===== config.mk =====
export PLATFORM = sky130hd
export DESIGN_NAME = dsn_blend_flat
export DESIGN_NICKNAME = d
export VERILOG_FILES = /design/src/hw/rtl/dsn_pkg.sv /design/src/hw/rtl/dsn_out_if.sv /design/src/hw/rtl/dsn_blend.sv /design/src/flat_wrapper.sv
export SDC_FILE = /design/constraint.sdc
export NUM_CORES = 1
export LEC_CHECK = 0
export ABC_AREA = 0
export BUFFER_PORTS_ARGS = -buffer_cell sky130_fd_sc_hd__buf_2
export CORE_UTILIZATION = 30
export CTS_CLUSTER_DIAMETER = 100
export DETAILED_ROUTE_END_ITERATION = 8
export PLACE_DENSITY = 0.59
export SETUP_SLACK_MARGIN = 0.15
export SYNTH_ARGS = -nofsm -noshare
export SYNTH_HDL_FRONTEND = slang
export SYNTH_SLANG_ARGS = --single-unit

===== constraint.sdc =====
create_clock -name clk -period 9.95 [get_ports clk]
set_clock_uncertainty 0.1 [all_clocks]
set_input_delay 0.4975 -clock clk [delete_from_list [all_inputs] [get_ports clk]]
set_output_delay 0.4975 -clock clk [all_outputs]
set_load 0.01 [all_outputs]

===== src/hw/rtl/dsn_pkg.sv =====
package dsn_pkg;

    localparam int MAX_LOG2_SIDE = 8;
    localparam int COORD_W       = MAX_LOG2_SIDE;
    localparam int ADDR_W        = 2 * MAX_LOG2_SIDE;
    localparam int IMG_DEPTH     = 2 ** ADDR_W;
    localparam int SIZE_W        = MAX_LOG2_SIDE + 1;
    localparam int LOG_W         = $clog2(MAX_LOG2_SIDE + 1);
    localparam int FORCE_W       = 5;
    localparam int WGT_W         = 4;
    localparam int CFG_W         = 4;
    localparam int CFG_IDX_W     = 1;
    localparam int PIX_W         = 8;
    localparam int SUM_W         = PIX_W + 2;
    localparam int MIX_W         = PIX_W + WGT_W;
    localparam int READS         = 4;
    localparam int CNT_W         = $clog2(READS);

    typedef logic [COORD_W-1:0] coord_t;
    typedef logic [ADDR_W-1:0]  addr_t;
    typedef logic [SIZE_W-1:0]  size_t;
    typedef logic [LOG_W-1:0]   log2_t;
    typedef logic [FORCE_W-1:0] force_t;
    typedef logic [WGT_W-1:0]   wgt_t;
    typedef logic [CFG_W-1:0]   cfg_data_t;
    typedef logic [PIX_W-1:0]   pix_t;
    typedef logic [SUM_W-1:0]   sum_t;
    typedef logic [MIX_W-1:0]   mix_t;
    typedef logic [CNT_W-1:0]   rd_cnt_t;

    localparam pix_t      SEED_VALUE        = pix_t'(128);
    localparam wgt_t      FORCE_FULL        = wgt_t'(8);
    localparam force_t    FORCE_MAX         = force_t'(31);
    localparam log2_t     LOG2_MIN          = log2_t'(1);
    localparam log2_t     LOG2_MAX          = log2_t'(MAX_LOG2_SIDE);
    localparam cfg_data_t LOG2_SIDE_RESET   = cfg_data_t'(8);
    localparam cfg_data_t START_FORCE_RESET = cfg_data_t'(0);
    localparam rd_cnt_t   CNT_LAST          = rd_cnt_t'(READS - 1);

    typedef enum logic [1:0] {
        PH_SEED,
        PH_DIAMOND,
        PH_TOP,
        PH_LEFT
    } phase_t;

    typedef enum logic [CFG_IDX_W-1:0] {
        REG_LOG2_SIDE,
        REG_START_FORCE
    } cfg_reg_t;

    typedef struct packed {
        logic   seed;
        logic   last;
        wgt_t   force_w;
        pix_t   rnd;
        coord_t x;
        coord_t y;
        addr_t  waddr;
    } item_t;

    typedef struct packed {
        logic  valid;
        logic  final_rd;
        addr_t addr;
    } rd_req_t;

    typedef struct packed {
        logic valid;
        logic final_rd;
        pix_t data;
    } rd_rsp_t;

    typedef struct packed {
        logic  pend;
        logic  commit;
        addr_t addr;
        pix_t  data;
    } img_wr_t;

endpackage


===== src/hw/rtl/dsn_out_if.sv =====
interface dsn_out_if;
    import dsn_pkg::*;

    logic valid;
    logic ready;
    pix_t pixel_x;
    pix_t pixel_y;
    pix_t pixel_value;
    logic last_pixel;

    modport source (output valid, output pixel_x, output pixel_y, output pixel_value,
                    output last_pixel, input ready);
    modport sink (input valid, input pixel_x, input pixel_y, input pixel_value,
                  input last_pixel, output ready);

endinterface


===== src/hw/rtl/dsn_blend.sv =====
module dsn_blend
    import dsn_pkg::*;
(
    input  logic      clk,
    input  logic      rst_n,
    input  rd_req_t   rd_req,
    input  item_t     item,
    input  rd_rsp_t   rd_rsp,
    output img_wr_t   img_wr,
    output logic      b_free,
    dsn_out_if.source pixel_ch
);

    item_t pend_item_reg;
    sum_t  acc_reg, acc_next;
    logic  b_valid_reg, b_valid_next;
    sum_t  b_sum_reg;
    item_t b_item_reg;
    logic  o_valid_reg, o_valid_next;
    pix_t  o_x_reg;
    pix_t  o_y_reg;
    pix_t  o_value_reg;
    logic  o_last_reg;

    sum_t  rsp_sum;
    pix_t  avg;
    mix_t  mix;
    pix_t  value;
    logic  b_fire;
    logic  rsp_final;

    always_comb
    begin
        rsp_sum   = acc_reg + sum_t'(rd_rsp.data);
        rsp_final = rd_rsp.valid && rd_rsp.final_rd;
        avg       = b_sum_reg[SUM_W-1:2];
        mix       = mix_t'(b_item_reg.rnd) * mix_t'(FORCE_FULL - b_item_reg.force_w)
                  + mix_t'(avg) * mix_t'(b_item_reg.force_w);
        if (b_item_reg.seed)
            value = SEED_VALUE;
        else if (b_item_reg.force_w >= FORCE_FULL)
            value = avg;
        else
            value = mix[PIX_W+2:3];

        b_fire = b_valid_reg && (!o_valid_reg || pixel_ch.ready);
        b_free = !b_valid_reg || b_fire;

        img_wr.pend   = b_valid_reg;
        img_wr.commit = b_fire;
        img_wr.addr   = b_item_reg.waddr;
        img_wr.data   = value;

        if (rd_rsp.valid)
            acc_next = rd_rsp.final_rd ? '0 : rsp_sum;
        else
            acc_next = acc_reg;

        if (rsp_final)
            b_valid_next = 1'b1;
        else if (b_fire)
            b_valid_next = 1'b0;
        else
            b_valid_next = b_valid_reg;

        if (b_fire)
            o_valid_next = 1'b1;
        else if (pixel_ch.ready)
            o_valid_next = 1'b0;
        else
            o_valid_next = o_valid_reg;

        pixel_ch.valid       = o_valid_reg;
        pixel_ch.pixel_x     = o_x_reg;
        pixel_ch.pixel_y     = o_y_reg;
        pixel_ch.pixel_value = o_value_reg;
        pixel_ch.last_pixel  = o_last_reg;
    end

    always_ff @(posedge clk or negedge rst_n)
    begin
        if (!rst_n)
        begin
            acc_reg     <= '0;
            b_valid_reg <= 1'b0;
            o_valid_reg <= 1'b0;
        end
        else
        begin
            acc_reg     <= acc_next;
            b_valid_reg <= b_valid_next;
            o_valid_reg <= o_valid_next;
        end
    end

    always_ff @(posedge clk)
    begin
        if (rd_req.valid && rd_req.final_rd)
            pend_item_reg <= item;
        if (rsp_final)
        begin
            b_sum_reg  <= rsp_sum;
            b_item_reg <= pend_item_reg;
        end
        if (b_fire)
        begin
            o_x_reg     <= pix_t'(b_item_reg.x);
            o_y_reg     <= pix_t'(b_item_reg.y);
            o_value_reg <= value;
            o_last_reg  <= b_item_reg.last;
        end
    end

endmodule


===== src/flat_wrapper.sv =====
// flat-port wrapper written by rule: the top's interface ports become plain ports
module dsn_blend_flat import dsn_pkg::*;
  (clk, rst_n, rd_req, item, rd_rsp, img_wr, b_free, pixel_ch_valid, pixel_ch_pixel_x, pixel_ch_pixel_y, pixel_ch_pixel_value, pixel_ch_last_pixel, pixel_ch_ready);
  dsn_out_if pixel_ch_i ();
  input  logic clk;
  input  logic rst_n;
  input  rd_req_t rd_req;
  input  item_t item;
  input  rd_rsp_t rd_rsp;
  output img_wr_t img_wr;
  output logic b_free;
  output wire logic [$bits(pixel_ch_i.valid)-1:0] pixel_ch_valid;
  output wire logic [$bits(pixel_ch_i.pixel_x)-1:0] pixel_ch_pixel_x;
  output wire logic [$bits(pixel_ch_i.pixel_y)-1:0] pixel_ch_pixel_y;
  output wire logic [$bits(pixel_ch_i.pixel_value)-1:0] pixel_ch_pixel_value;
  output wire logic [$bits(pixel_ch_i.last_pixel)-1:0] pixel_ch_last_pixel;
  input wire logic [$bits(pixel_ch_i.ready)-1:0] pixel_ch_ready;
  assign pixel_ch_valid = pixel_ch_i.valid;
  assign pixel_ch_pixel_x = pixel_ch_i.pixel_x;
  assign pixel_ch_pixel_y = pixel_ch_i.pixel_y;
  assign pixel_ch_pixel_value = pixel_ch_i.pixel_value;
  assign pixel_ch_last_pixel = pixel_ch_i.last_pixel;
  assign pixel_ch_i.ready = pixel_ch_ready;
  dsn_blend u_core (.clk(clk), .rst_n(rst_n), .rd_req(rd_req), .item(item), .rd_rsp(rd_rsp), .img_wr(img_wr), .b_free(b_free), .pixel_ch(pixel_ch_i));
endmodule

* Word level (Yosys, flattened, before mapping)
Index checks and enable logic that the tools add are counted.
W data, S select, Z words.
** Storage, ports and cells
- Output and inout port bits :: 53
- Input port bits :: 77
- Bits in latches :: 0
- Register bits after elaboration :: 139
- Bits in writable memories :: 0
- Memories kept :: 0
- ROM bits :: 0
** Operators by class
- Div/mod/pow operators :: 0
- Reductions and logical operators :: 9
- Order comparisons :: 1
- Multiplexer cells :: 7
- Shift-type cells :: 0
- Add/sub/neg operators :: 3
- Bitwise operators :: 0
- Equal/unequal tests :: 0
- Multipliers :: 2
** Operators by type and width (count)
- $mux W8 :: 2
- $mul A8 B12 Y11 :: 1
- $add A11 B11 Y11 :: 1
- $mul A8 B4 Y11 :: 1
- $add A10 B8 Y10 :: 1
- $mux W10 :: 1
- $sub A4 B4 Y5 const A :: 1
- $ge A4 B4 Y1 const B :: 1
- $mux W1 :: 4
- $reduce_bool A2 Y1 :: 2
- $logic_and A1 B1 Y1 :: 3
- $logic_not A1 Y1 :: 2
- $logic_or A1 B1 Y1 :: 2

* Longest topological paths before layout
Gate-level depths: netlist (run 1).
- Depth in word-level cells :: 5
- Mapped depth :: 22
- Depth with buffers taken out :: 21

* Worst setup path before layout (run 1)
OpenSTA, ideal clock, no wires.
- Path type :: register -> output
- From :: reg u_core.b_item_reg[40] (netlist bit)
- To :: out img_wr[6] (netlist bit)
- Slack :: 3.923 ns
- Arrival :: 5.430 ns
- Stages on the path, launching flop included :: 21
- Path buffers :: 1
- Cell sequence :: edfxtp_1 -> clkbuf_1 -> inv_1 -> ha_1 -> a21boi_1 -> and2_1 -> inv_2 -> fa_1 -> inv_1 -> fa_1 -> fa_1 -> fa_1 -> inv_1 -> fa_1 -> inv_1 -> ha_1 -> nor2b_1 -> o21ai_1 -> o311ai_1 -> a21o_1 -> a311oi_1
** RTL lines
- from (decl) :: RTL line dsn_blend.sv:18 : item_t b_item_reg;
- from (signal assigned) :: RTL line dsn_blend.sv:103 : b_item_reg <= pend_item_reg;
- to (decl) :: RTL line flat_wrapper.sv:10 : output img_wr_t img_wr;

==> results of run 1 <==
[cells in the final DEF (no fill, tap or decap), drive strengths merged, types with 2 or more instances in the layout]
cell type	count
xnor3	2
and2	47
and3	2
nor2b	6
nand2b	6
or4	2
buf	116
a211oi	2
nand2	36
a22o	5
a21oi	14
clkbuf	17
nor2	9
xnor2	20
edfxtp	125
dfrtp	12
inv	81
a21o	4
a31o	3
nand3	5
clkinv	8
o21a	2
ha	35
xor2	4
nor3	6
fa	54
o311ai	2
o21ai	7
a31oi	2
nand3b	2
[stage by stage]
| step | power, uW | util (%) | instances | cell area, sq um |
|---|---|---|---|---|
| after floorplan | 1520 | - | 526 | 7300 |
| after global placement | 1760 | 34.3 | 936 | 8120 |
| after detailed placement | 1770 | 34.3 | 936 | 8120 |
| after CTS | 2430 | 36.9 | 969 | 8750 |
| after global routing | 2580 | 36.9 | 969 | 8750 |
| final | 2380 | 36.9 | 969 | 8750 |
[cell families after synthesis]
family,count (synthesis),synth area share [%]
xor gates and xnor gates,26,3.50
and+or+nand+nor,125,9.18
DFF,137,55.6
AOI/OAI and AO/OA,49,4.66
adders and majority gates,89,20.8
muxes,1,0.137
buffers and inverters,99,6.14
[metal layers]
layer / global-route usage, % / up-vias / routed length (um) / part of all wire (%)
li1: - / 1987 / - / -
met1: 15.0 / 1979 / 6420 / 48
met2: 18.2 / 84 / 6260 / 47
met3: 3.42 / 5 / 530 / 4.0
met4: 3.71 / 0 / 84 / 0.63
met5: 0 / - / 0 / 0
[critical path, cell delays in order (launching register included)]
cell and delay (ps):
edfxtp_1 680, inv_1 90, ha_1 290, a21boi_1 430
nand2_1 230, fa_1 540, fa_1 510, inv_1 50
fa_1 460, fa_1 550, inv_1 60, fa_1 530
inv_1 40, ha_1 430, nand3_1 120, a21oi_1 210
nor2_1 90, a211o_1 270, xnor2_1 130, o21ai_1 250
buf_2 190
[layout make-up]
| cell class | instances | area [sq um] |
|---|---|---|
| Fill cell | 2318 | 14900 |
| Sequential cell | 137 | 4050 |
| Multi-Input combinational cell | 290 | 2800 |
| Timing Repair Buffer | 117 | 598 |
| Clock buffer | 17 | 425 |
| Tap cell | 319 | 399 |
| Inverter | 74 | 278 |
| Clock inverter | 15 | 191 |
[path summary, 6_finish.rpt]
path | to | slack [ps] | depth (start not counted)
worst max-delay path | img_wr[7] | 2770 | 20
worst min-delay path | u_core.pend_item_reg[11]$_DFFE_PP_ | 140 | 1
worst max register to register | u_core.pixel_ch.pixel_value[7]$_DFFE_PP_ | 3650 | 19
worst min register to register | u_core.b_item_reg[28]$_DFFE_PP_ | 320 | 0
max in group asynchronous | u_core.acc_reg[4]$_DFFE_PN0P_ | 9110 | 2
min in group asynchronous | u_core.pixel_ch.valid$_DFFE_PN0P_ | 390 | 2
[power by group]
part           internal, uW  total, uW  switching, uW
registers               701        731           30.1
clock network           344        635            291
logic                   459       1020            559
total                  1500       2380            881
[synthesized netlist by cell type (4+ instances only)]
cell	instances
nor2b_1	6
nand3_1	5
buf_4	18
nor2_1	9
edfxtp_1	125
inv_1	72
nand2_1	36
clkbuf_1	5
nor3_1	6
a21o_1	4
xnor2_1	20
nand2b_1	6
dfrtp_1	12
xor2_1	4
a22o_1	5
fa_1	54
and2_1	47
ha_1	35
a21oi_1	14
[timing repair]
| action | in CTS | in global routing |
|---|---|---|
| endpoints found under the hold margin | 12 | 0 |
| buffers inserted | 0 | 0 |
| hold buffers | 1 | 0 |
| resized for setup | 0 | 0 |
| setup endpoints to repair | 0 | 0 |
==> key figures, run 1 <==
Drt
  • Via density: about 4.2
  • Routed WL: approximately 13 mm
  • First DRT Iteration DRCs: roughly 140
  • DR DRC count: 0
  • DRT Pass-1 Iters: 4
  • Drt wl/cell: about 14 um
  • Final ANT Viol Nets: 0
  • Via count: a little over 4k

Clock tree
  • Clk_lat worst skew: ~420 ps
  • TritonCTS Buffers: 17
  • Clock Sinks: approximately 140
  • Clk slew on worst S/H paths: 70 ps
  • Clock tree buffer depth: 2
  • H-tree Lvls: 4
  • CTS root buf: clkbuf_16
  • CTS tree: done

Die
  • Site Rows: 56
  • Die Y: between 150 and 200 um
  • Initial core utilization: 30.8%
  • Io pins: 130
  • Die W: approximately 160 um
  • Core Region: approximately 24000 sq um
  • Die ar.: between 20000 and 25000 sq um

STA
  • Max Clk Rate: between 100 and 150 MHz
  • Final-report hold violation count: 0
  • Slew Viols, Final: 0
  • Hold_ws: approximately 140 ps
  • Rel. slew slack: about a quarter
  • RSZ-0062 raised after global routing: false
  • Fin crit period: 7180 ps
  • Setup slack after layout: 2770 ps
  • Final-report setup violation count: 0
  • Setup TNS: 0 ps
  • Final Cycle Share: approximately 70%
  • Worst Tran Pin Value: ~1100 ps

Logic synthesis
  • Post-synth EDFFs: between 100 and 150
  • Register area share after synthesis: a little under three fifths
  • Mapped Area: roughly 7300 sq um
  • Post-synth top flop: edfxtp_1
  • Mapped Cells: around 530
  • Avg Cell Area, Syn: 13.9 sq um
  • Synthesized net count: ~690
  • Async S/R FF share, synth: under 10%
  • Synth warn: 0
  • Top-area cell type share of the netlist area: about half
  • Top cells by area, synth: edfxtp_1 51%, fa_1 15%, ha_1 6.0%
  • Yosys top cell by area: edfxtp_1
  • Seq cells post-synth: 137
  • Yosys cell types: 49

Global routing
  • Total Routing Usage GR: 11.5%
  • First-pass GRT wire length: roughly 21 mm
  • Initial antenna violation count: 0
  • Pin count of the biggest net entering global routing: 47
  • Vias in the first global route: 4177
  • GR Overflow Total: 0

Power
  • Worst VDD drop: approximately 0.12 mV
  • PwrDens: 273 nW/um^2
  • LEAKAGE: 0.00367 uW

Final layout
  • Ratio of cells with drive above 1 in the final layout: between 20% and 30%
  • NumNets Final: roughly 800
  • Max FFs per register: 46
  • Area grow syn2layout: 19.9%
  • Diode count: 0

Critical path
  • Endpoint class of the critical path: output port
  • WP data arrival: 6580 ps
  • Worst r2r src: u_core.b_item_reg[40]$_DFFE_PP_
  • Crit-path max FO: 18
  • Worst Path Required: slightly above 9000 ps
  • Crit start category: flop
  • CP Class: reg -> out
  • Crit path launch: u_core.b_item_reg[40]$_DFFE_PP_

Place
  • RePlAce Congestion: between 0.8 and 0.9
  • Hpwl dp: just over 10 mm
  • Placement Setup Slack: 3230 ps
  • PortBufs: 113

Worst hold path
  • Worst hold start: item[11]
  • Worst min-delay path class: in -> reg

Flow run
  • # Max-Cap Violations: 0

Status
  • Status: complete, no violations
Power figures use the tool's default switching activity.
==> run 2: changes to the inputs <==
--- a/config.mk
+++ b/config.mk
@@ -10,7 +10,7 @@
 export CORE_UTILIZATION = 30
 export CTS_CLUSTER_DIAMETER = 100
 export DETAILED_ROUTE_END_ITERATION = 8
-export PLACE_DENSITY = 0.59
+export PLACE_DENSITY = 0.61
 export SETUP_SLACK_MARGIN = 0.15
 export SYNTH_ARGS = -nofsm -noshare
 export SYNTH_HDL_FRONTEND = slang
==> constraint.sdc (replaced) <==
create_clock -name clk -period 6.6 [get_ports clk]
set_clock_uncertainty 0.1 [all_clocks]
set_input_delay 0.33 -clock clk [delete_from_list [all_inputs] [get_ports clk]]
set_output_delay 0.33 -clock clk [all_outputs]
set_load 0.01 [all_outputs]
==> key figures, run 2 (synthesis results as in run 1) <==
Critical path
  • WP data arrival: ~5800 ps
  • CP Class: reg -> out
  • Worst-case reg-to-reg path depth: 21
  • Worst r2r src: u_core.b_item_reg[41]$_DFFE_PP_
  • CP cell instances: buf_4, nor3_2, xor2_1, buf_4, nand2_1, fa_1, fa_1, inv_1, fa_1, fa_1, inv_1, fa_1, inv_1, ha_1, buf_4, nand3_1, nand2_1, nor2_1, a211o_1, xnor2_1, o21ai_1, buf_2
  • Critical path buffer and inverter count: 7
  • Crit start category: flop
  • Critical path's slowest cell: fa_1
  • R2R Path End: u_core.pixel_ch.pixel_value[7]$_DFFE_PP_
  • Crit-path max cell delay: between 500 and 600 ps
  • Top cell by count, worst path: fa_1
  • Delay-heaviest family, CP: adder cells
  • Endpoint class of the critical path: output port
  • Worst Path Required: 6170 ps
  • Crit-path max FO: 10
  • R2r setup slk: between 1000 and 1500 ps

Global routing
  • Vias in the first global route: around 4.4k
  • First-pass GRT wire length: 22.3 mm
  • GR Overflow Total: 0
  • Pin count of the biggest net entering global routing: 49
  • Initial antenna violation count: 0
  • Total Routing Usage GR: a little under an eighth

Drt
  • Final ANT Viol Nets: 0
  • Via count: between 4k and 5k
  • DR DRC count: 0
  • Drt wl/cell: 13.7 um
  • First DRT Iteration DRCs: around 180
  • Routed WL: ~14 mm
  • DRT Pass-1 Iters: 4
  • Via density: 4.20

STA
  • Setup TNS: 0 ps
  • RSZ-0062 raised after global routing: false
  • Final-report hold violation count: 0
  • Rel. slew slack: approximately 24%
  • Worst Tran Pin Value: 1130 ps
  • Max Clk Rate: ~160 MHz
  • Setup slack after layout: ~410 ps
  • Final-report setup violation count: 0
  • Fin crit period: slightly above 6000 ps
  • Final Cycle Share: a little over nine tenths
  • Slew Viols, Final: 0
  • Hold_ws: ~90 ps

Final layout
  • Register area: between 4000 and 5000 sq um
  • Commonest non-fill, non-tap cells in the layout: 125 x edfxtp_1, 113 x buf_2, 72 x inv_1
  • Diode count: 0
  • Multi-input logic area: between 2000 and 3000 sq um
  • Max FFs per register: 46
  • Final instance area: 9350 sq um
  • Ratio of cells with drive above 1 in the final layout: about a quarter
  • NumNets Final: 860
  • Most common cell after layout, fill and taps aside: edfxtp_1
  • Area grow syn2layout: 28.1%
  • Fillers: 2285

Clock tree
  • CTS tree: done
  • TritonCTS Buffers: 17
  • Clock tree buffer depth: 2
  • CTS root buf: clkbuf_16
  • Clock Sinks: about 140
  • Clk slew on worst S/H paths: ~70 ps
  • Clk_lat worst skew: 420 ps
  • H-tree Lvls: 4

Worst hold path
  • Worst min-delay path class: in -> reg
  • Hold Path Cell Cnt: 2
  • Hold Path Sink: u_core.acc_reg[8]$_DFFE_PN0P_
  • Worst hold start: rd_rsp[8]

Flow run
  • # Max-Cap Violations: 0

Die
  • Core Region: around 24000 sq um
  • Io pins: 130
  • Site Rows: 56
  • Die Y: ~160 um
  • Initial core utilization: a little under a third
  • Die ar.: roughly 25000 sq um
  • Die W: 158 um

Power
  • Logic pwr share: 43.5%
  • LEAKAGE: 0.00393 uW
  • Flop pwr share: between 20 and 30%
  • Sw Share: a little over a third
  • Internal Power: 2350 uW
  • Net load switching power: 1320 uW
  • PwrDens: between 300 and 400 nW/um^2
  • Clock share of power: 26.6%
  • Worst VDD drop: ~0.22 mV

Status
  • Status: complete, no violations

Place
  • RePlAce Congestion: about 0.84
  • PortBufs: about 110
  • Placed inst area: between 8000 and 9000 sq um
  • Placement Setup Slack: roughly 490 ps
  • Hpwl dp: between 10 and 15 mm
==> run 2: changes by cell type in the layout (fill, tap and decap cells not counted), sizes merged <==
cell | previous run | this run
dlygate4sd3 | 1 | 47
bufinv | 0 | 1
clkinvlp | 0 | 1
buf | 116 | 127
clkinv | 8 | 5
inv | 81 | 82
==> run 2: worst max-delay path by stage <==
stage | startpoint | end | slack, ps | depth (start not counted)
4_1_cts | u_core.b_item_reg[42]$_DFFE_PP_ | img_wr[6] | 180 | 19
3_3_place_gp | u_core.b_item_reg[42]$_DFFE_PP_ | img_wr[6] | 530 | 19
5_1_grt | u_core.b_item_reg[41]$_DFFE_PP_ | img_wr[6] | 140 | 21
3_5_place_dp | u_core.b_item_reg[42]$_DFFE_PP_ | img_wr[6] | 490 | 19
6_report | u_core.b_item_reg[41]$_DFFE_PP_ | img_wr[7] | 410 | 22
2_1_floorplan | u_core.b_item_reg[40]$_DFFE_PP_ | img_wr[6] | 740 | 20
==> run 2: timing repair <==
| item | CTS | global route |
|---|---|---|
| buffers inserted | 0 | 5 |
| setup endpoints to repair | 3 | 3 |
| hold buffers | 47 | 0 |
| resized for setup | 1 | 9 |
| hold endpoints to repair | 58 | 0 |
==> run 2: power groups by stage <==
stage | Combinational [uW] | Clock, uW | Sequential [uW]
after global placement | 1550 | 0 | 1120
after global routing | 1850 | 1040 | 1110
after detailed placement | 1570 | 0 | 1120
after CTS | 1600 | 1000 | 1100
final | 1600 | 977 | 1100
after floorplan | 1170 | 0 | 1110
==> run 2: layer usage <==
metal | global-route usage [%] | routed length, um | vias up
met5 | 0 | 0 | -
met4 | 3.85 | 155 | 0
met1 | 15.7 | 6560 | 2093
met2 | 18.8 | 6630 | 92
li1 | - | - | 2111
met3 | 3.26 | 690 | 15
==> run 2: cell type report <==
class                   count  area share (%)
inverters                  74            2.97
multi-input cells         290            30.5
repair buffers            174            12.2
clock inverters            15            2.10
clock buffers              17            4.55
flip-flops and latches    137            43.4
well taps                 319            4.27
==> run 2: metrics by stage <==
stage	utilization (%)	cells	total power, uW
final	39.5	1026	3670
after global routing	39.5	1026	4000
after CTS	39.1	1021	3710
after detailed placement	34.5	942	2690
after global placement	34.5	942	2670
after floorplan	-	526	2290
==> run 3: changes to the inputs <==
--- a/config.mk
+++ b/config.mk
@@ -7,10 +7,11 @@
 export LEC_CHECK = 0
 export ABC_AREA = 0
 export BUFFER_PORTS_ARGS = -buffer_cell sky130_fd_sc_hd__buf_2
-export CORE_UTILIZATION = 30
+export CORE_UTILIZATION = 45
 export CTS_CLUSTER_DIAMETER = 100
 export DETAILED_ROUTE_END_ITERATION = 8
-export PLACE_DENSITY = 0.61
+export PLACE_DENSITY = 0.8
+export REMOVE_ABC_BUFFERS = 1
 export SETUP_SLACK_MARGIN = 0.15
 export SYNTH_ARGS = -nofsm -noshare
 export SYNTH_HDL_FRONTEND = slang
==> key figures, run 3 (synthesis results as in run 1) <==
Status
  • Status: complete, no violations

Clock tree
  • Clock Sinks: 137
  • H-tree Lvls: 4
  • Clk_lat worst skew: 430 ps
  • CTS root buf: clkbuf_16
  • Clk slew on worst S/H paths: ~70 ps
  • TritonCTS Buffers: 17
  • Clock tree buffer depth: 2
  • CTS tree: done

Final layout
  • Diode count: 0
  • Commonest non-fill, non-tap cells in the layout: 125 x edfxtp_1, 113 x buf_2, 72 x inv_1
  • Multi-input logic area: approximately 2900 sq um
  • NumNets Final: 857
  • Final instance area: 9180 sq um
  • Max FFs per register: 46
  • Register area: around 4000 sq um
  • Fillers: 1211
  • Area grow syn2layout: 25.9%
  • Ratio of cells with drive above 1 in the final layout: around a quarter
  • Most common cell after layout, fill and taps aside: edfxtp_1

Critical path
  • Worst Path Required: around 6200 ps
  • WP data arrival: ~5800 ps
  • CP cell instances: inv_1, ha_1, a21boi_4, and2_1, inv_2, fa_1, inv_1, fa_1, fa_1, fa_1, inv_1, fa_1, inv_1, ha_1, nor2b_1, o21ai_1, o311ai_1, a21o_1, a311oi_2, buf_2
  • Crit-path max FO: 5
  • Top cell by count, worst path: fa_1
  • Endpoint class of the critical path: output port
  • R2r setup slk: slightly below 1000 ps
  • CP Class: reg -> out
  • Critical path's slowest cell: fa_1
  • Crit-path max cell delay: 540 ps
  • Crit start category: flop

Drt
  • First DRT Iteration DRCs: 314
  • Via density: approximately 5
  • Routed WL: 15.8 mm
  • DRT Pass-1 Iters: 4
  • DR DRC count: 0
  • Final ANT Viol Nets: 0
  • Via count: between 4k and 5k
  • Drt wl/cell: ~17 um

Die
  • Initial core utilization: a little under half
  • Die ar.: 16700 sq um
  • Die W: 129 um
  • Io pins: between 100 and 150
  • Site Rows: between 40 and 50
  • Core Region: about 16000 sq um
  • Die Y: about 130 um

STA
  • Fin crit period: 6180 ps
  • Rel. slew slack: 26.2%
  • Worst Tran Pin Value: 1110 ps
  • RSZ-0062 raised after global routing: false
  • Final-report setup violation count: 0
  • Setup TNS: 0 ps
  • Max Clk Rate: about 160 MHz
  • Final Cycle Share: between 90 and 100%
  • Slew Viols, Final: 0
  • Final-report hold violation count: 0

Place
  • PortBufs: between 100 and 150
  • Placed inst area: roughly 8000 sq um
  • Hpwl dp: 10.8 mm
  • RePlAce Congestion: 0.894

Power
  • LEAKAGE: about 0.0039 uW
  • Worst VDD drop: a little over 0.3 mV
  • PwrDens: between 400 and 500 nW/um^2
  • Internal Power: between 2000 and 2500 uW
  • Sw Share: approximately 38%
  • Net load switching power: 1400 uW
  • Clock share of power: 25.2%
  • Flop pwr share: between 20% and 30%
  • Logic pwr share: between 40% and 50%

Worst hold path
  • Worst min-delay path class: in -> reg

Global routing
  • Total Routing Usage GR: around a fifth
  • Initial antenna violation count: 0
  • GR Overflow Total: 0
  • Pin count of the biggest net entering global routing: 47
  • First-pass GRT wire length: between 20 and 25 mm
  • Vias in the first global route: slightly below 5k

Flow run
  • # Max-Cap Violations: 0
run 3: area by class of cell:
cell class              instances  area share [%]
clock buffers                  17            4.63
clock inverters                15            1.99
inverters                      74            3.02
multi-input cells             290            31.1
flip-flops and latches        137            44.1
well taps                     216            2.94
repair buffers                171            12.2
run 3: worst paths after layout:
path | start | endpoint | cells after the start
worst max-delay path | u_core.b_item_reg[40]$_DFFE_PP_ | img_wr[6] | 20
worst min-delay path | pixel_ch_ready | u_core.pixel_ch.valid$_DFFE_PN0P_ | 3
worst max register to register | u_core.b_item_reg[40]$_DFFE_PP_ | u_core.pixel_ch.pixel_value[7]$_DFFE_PP_ | 20
worst min register to register | u_core.pend_item_reg[25]$_DFFE_PP_ | u_core.b_item_reg[25]$_DFFE_PP_ | 0
max in group asynchronous | rst_n | u_core.acc_reg[2]$_DFFE_PN0P_ | 2
min in group asynchronous | rst_n | u_core.b_valid_reg$_DFFE_PN0P_ | 2
run 3: repair_timing:
| item | 4_1_cts | 5_1_grt |
|---|---|---|
| hold buffers | 47 | 0 |
| pin swaps | 0 | 3 |
| hold endpoints to repair | 58 | 0 |
| setup buffers | 1 | 3 |
| setup endpoints to repair | 2 | 3 |
| gates resized for setup | 2 | 8 |
run 3: stage by stage:
stage          utilization [%]  cells  setup slack [ps]  total power (uW)  hold WS (ps)
2_1_floorplan                -    501               852              2280         -65.6
3_3_place_gp              50.7    837               514              2590           124
3_5_place_dp              50.7    837               363              2670           128
4_1_cts                   57.6    917               156              3640          73.9
5_1_grt                   58.0    920               140              4000          99.3
6_report                  58.0    920               419              3740           107
run 3: per-layer routing:
layer,share of wire [%],vias up,global-route usage [%]
li1,-,2094,-
met1,38,2309,22.7
met2,52,205,34.0
met3,6.1,50,4.87
met4,3.7,0,10.8
met5,0,-,0
run 3: worst max-delay path: cells and delay by family (launching register included):
| kind | cells | cell delay [ps] |
|---|---|---|
| adders and majority gates | 7 | 3200 |
| buffers and inverters | 6 | 430 |
| and+or+nand+nor | 2 | 380 |
| DFF | 1 | 360 |
| AOI/OAI and AO/OA | 5 | 940 |
run 3: power by group through the flow:
stage	Combinational (uW)	Sequential, uW	Clock, uW
after global routing	1890	1110	998
final	1690	1110	941
after floorplan	1160	1120	0
after detailed placement	1550	1120	0
after global placement	1480	1110	0
after CTS	1590	1100	950
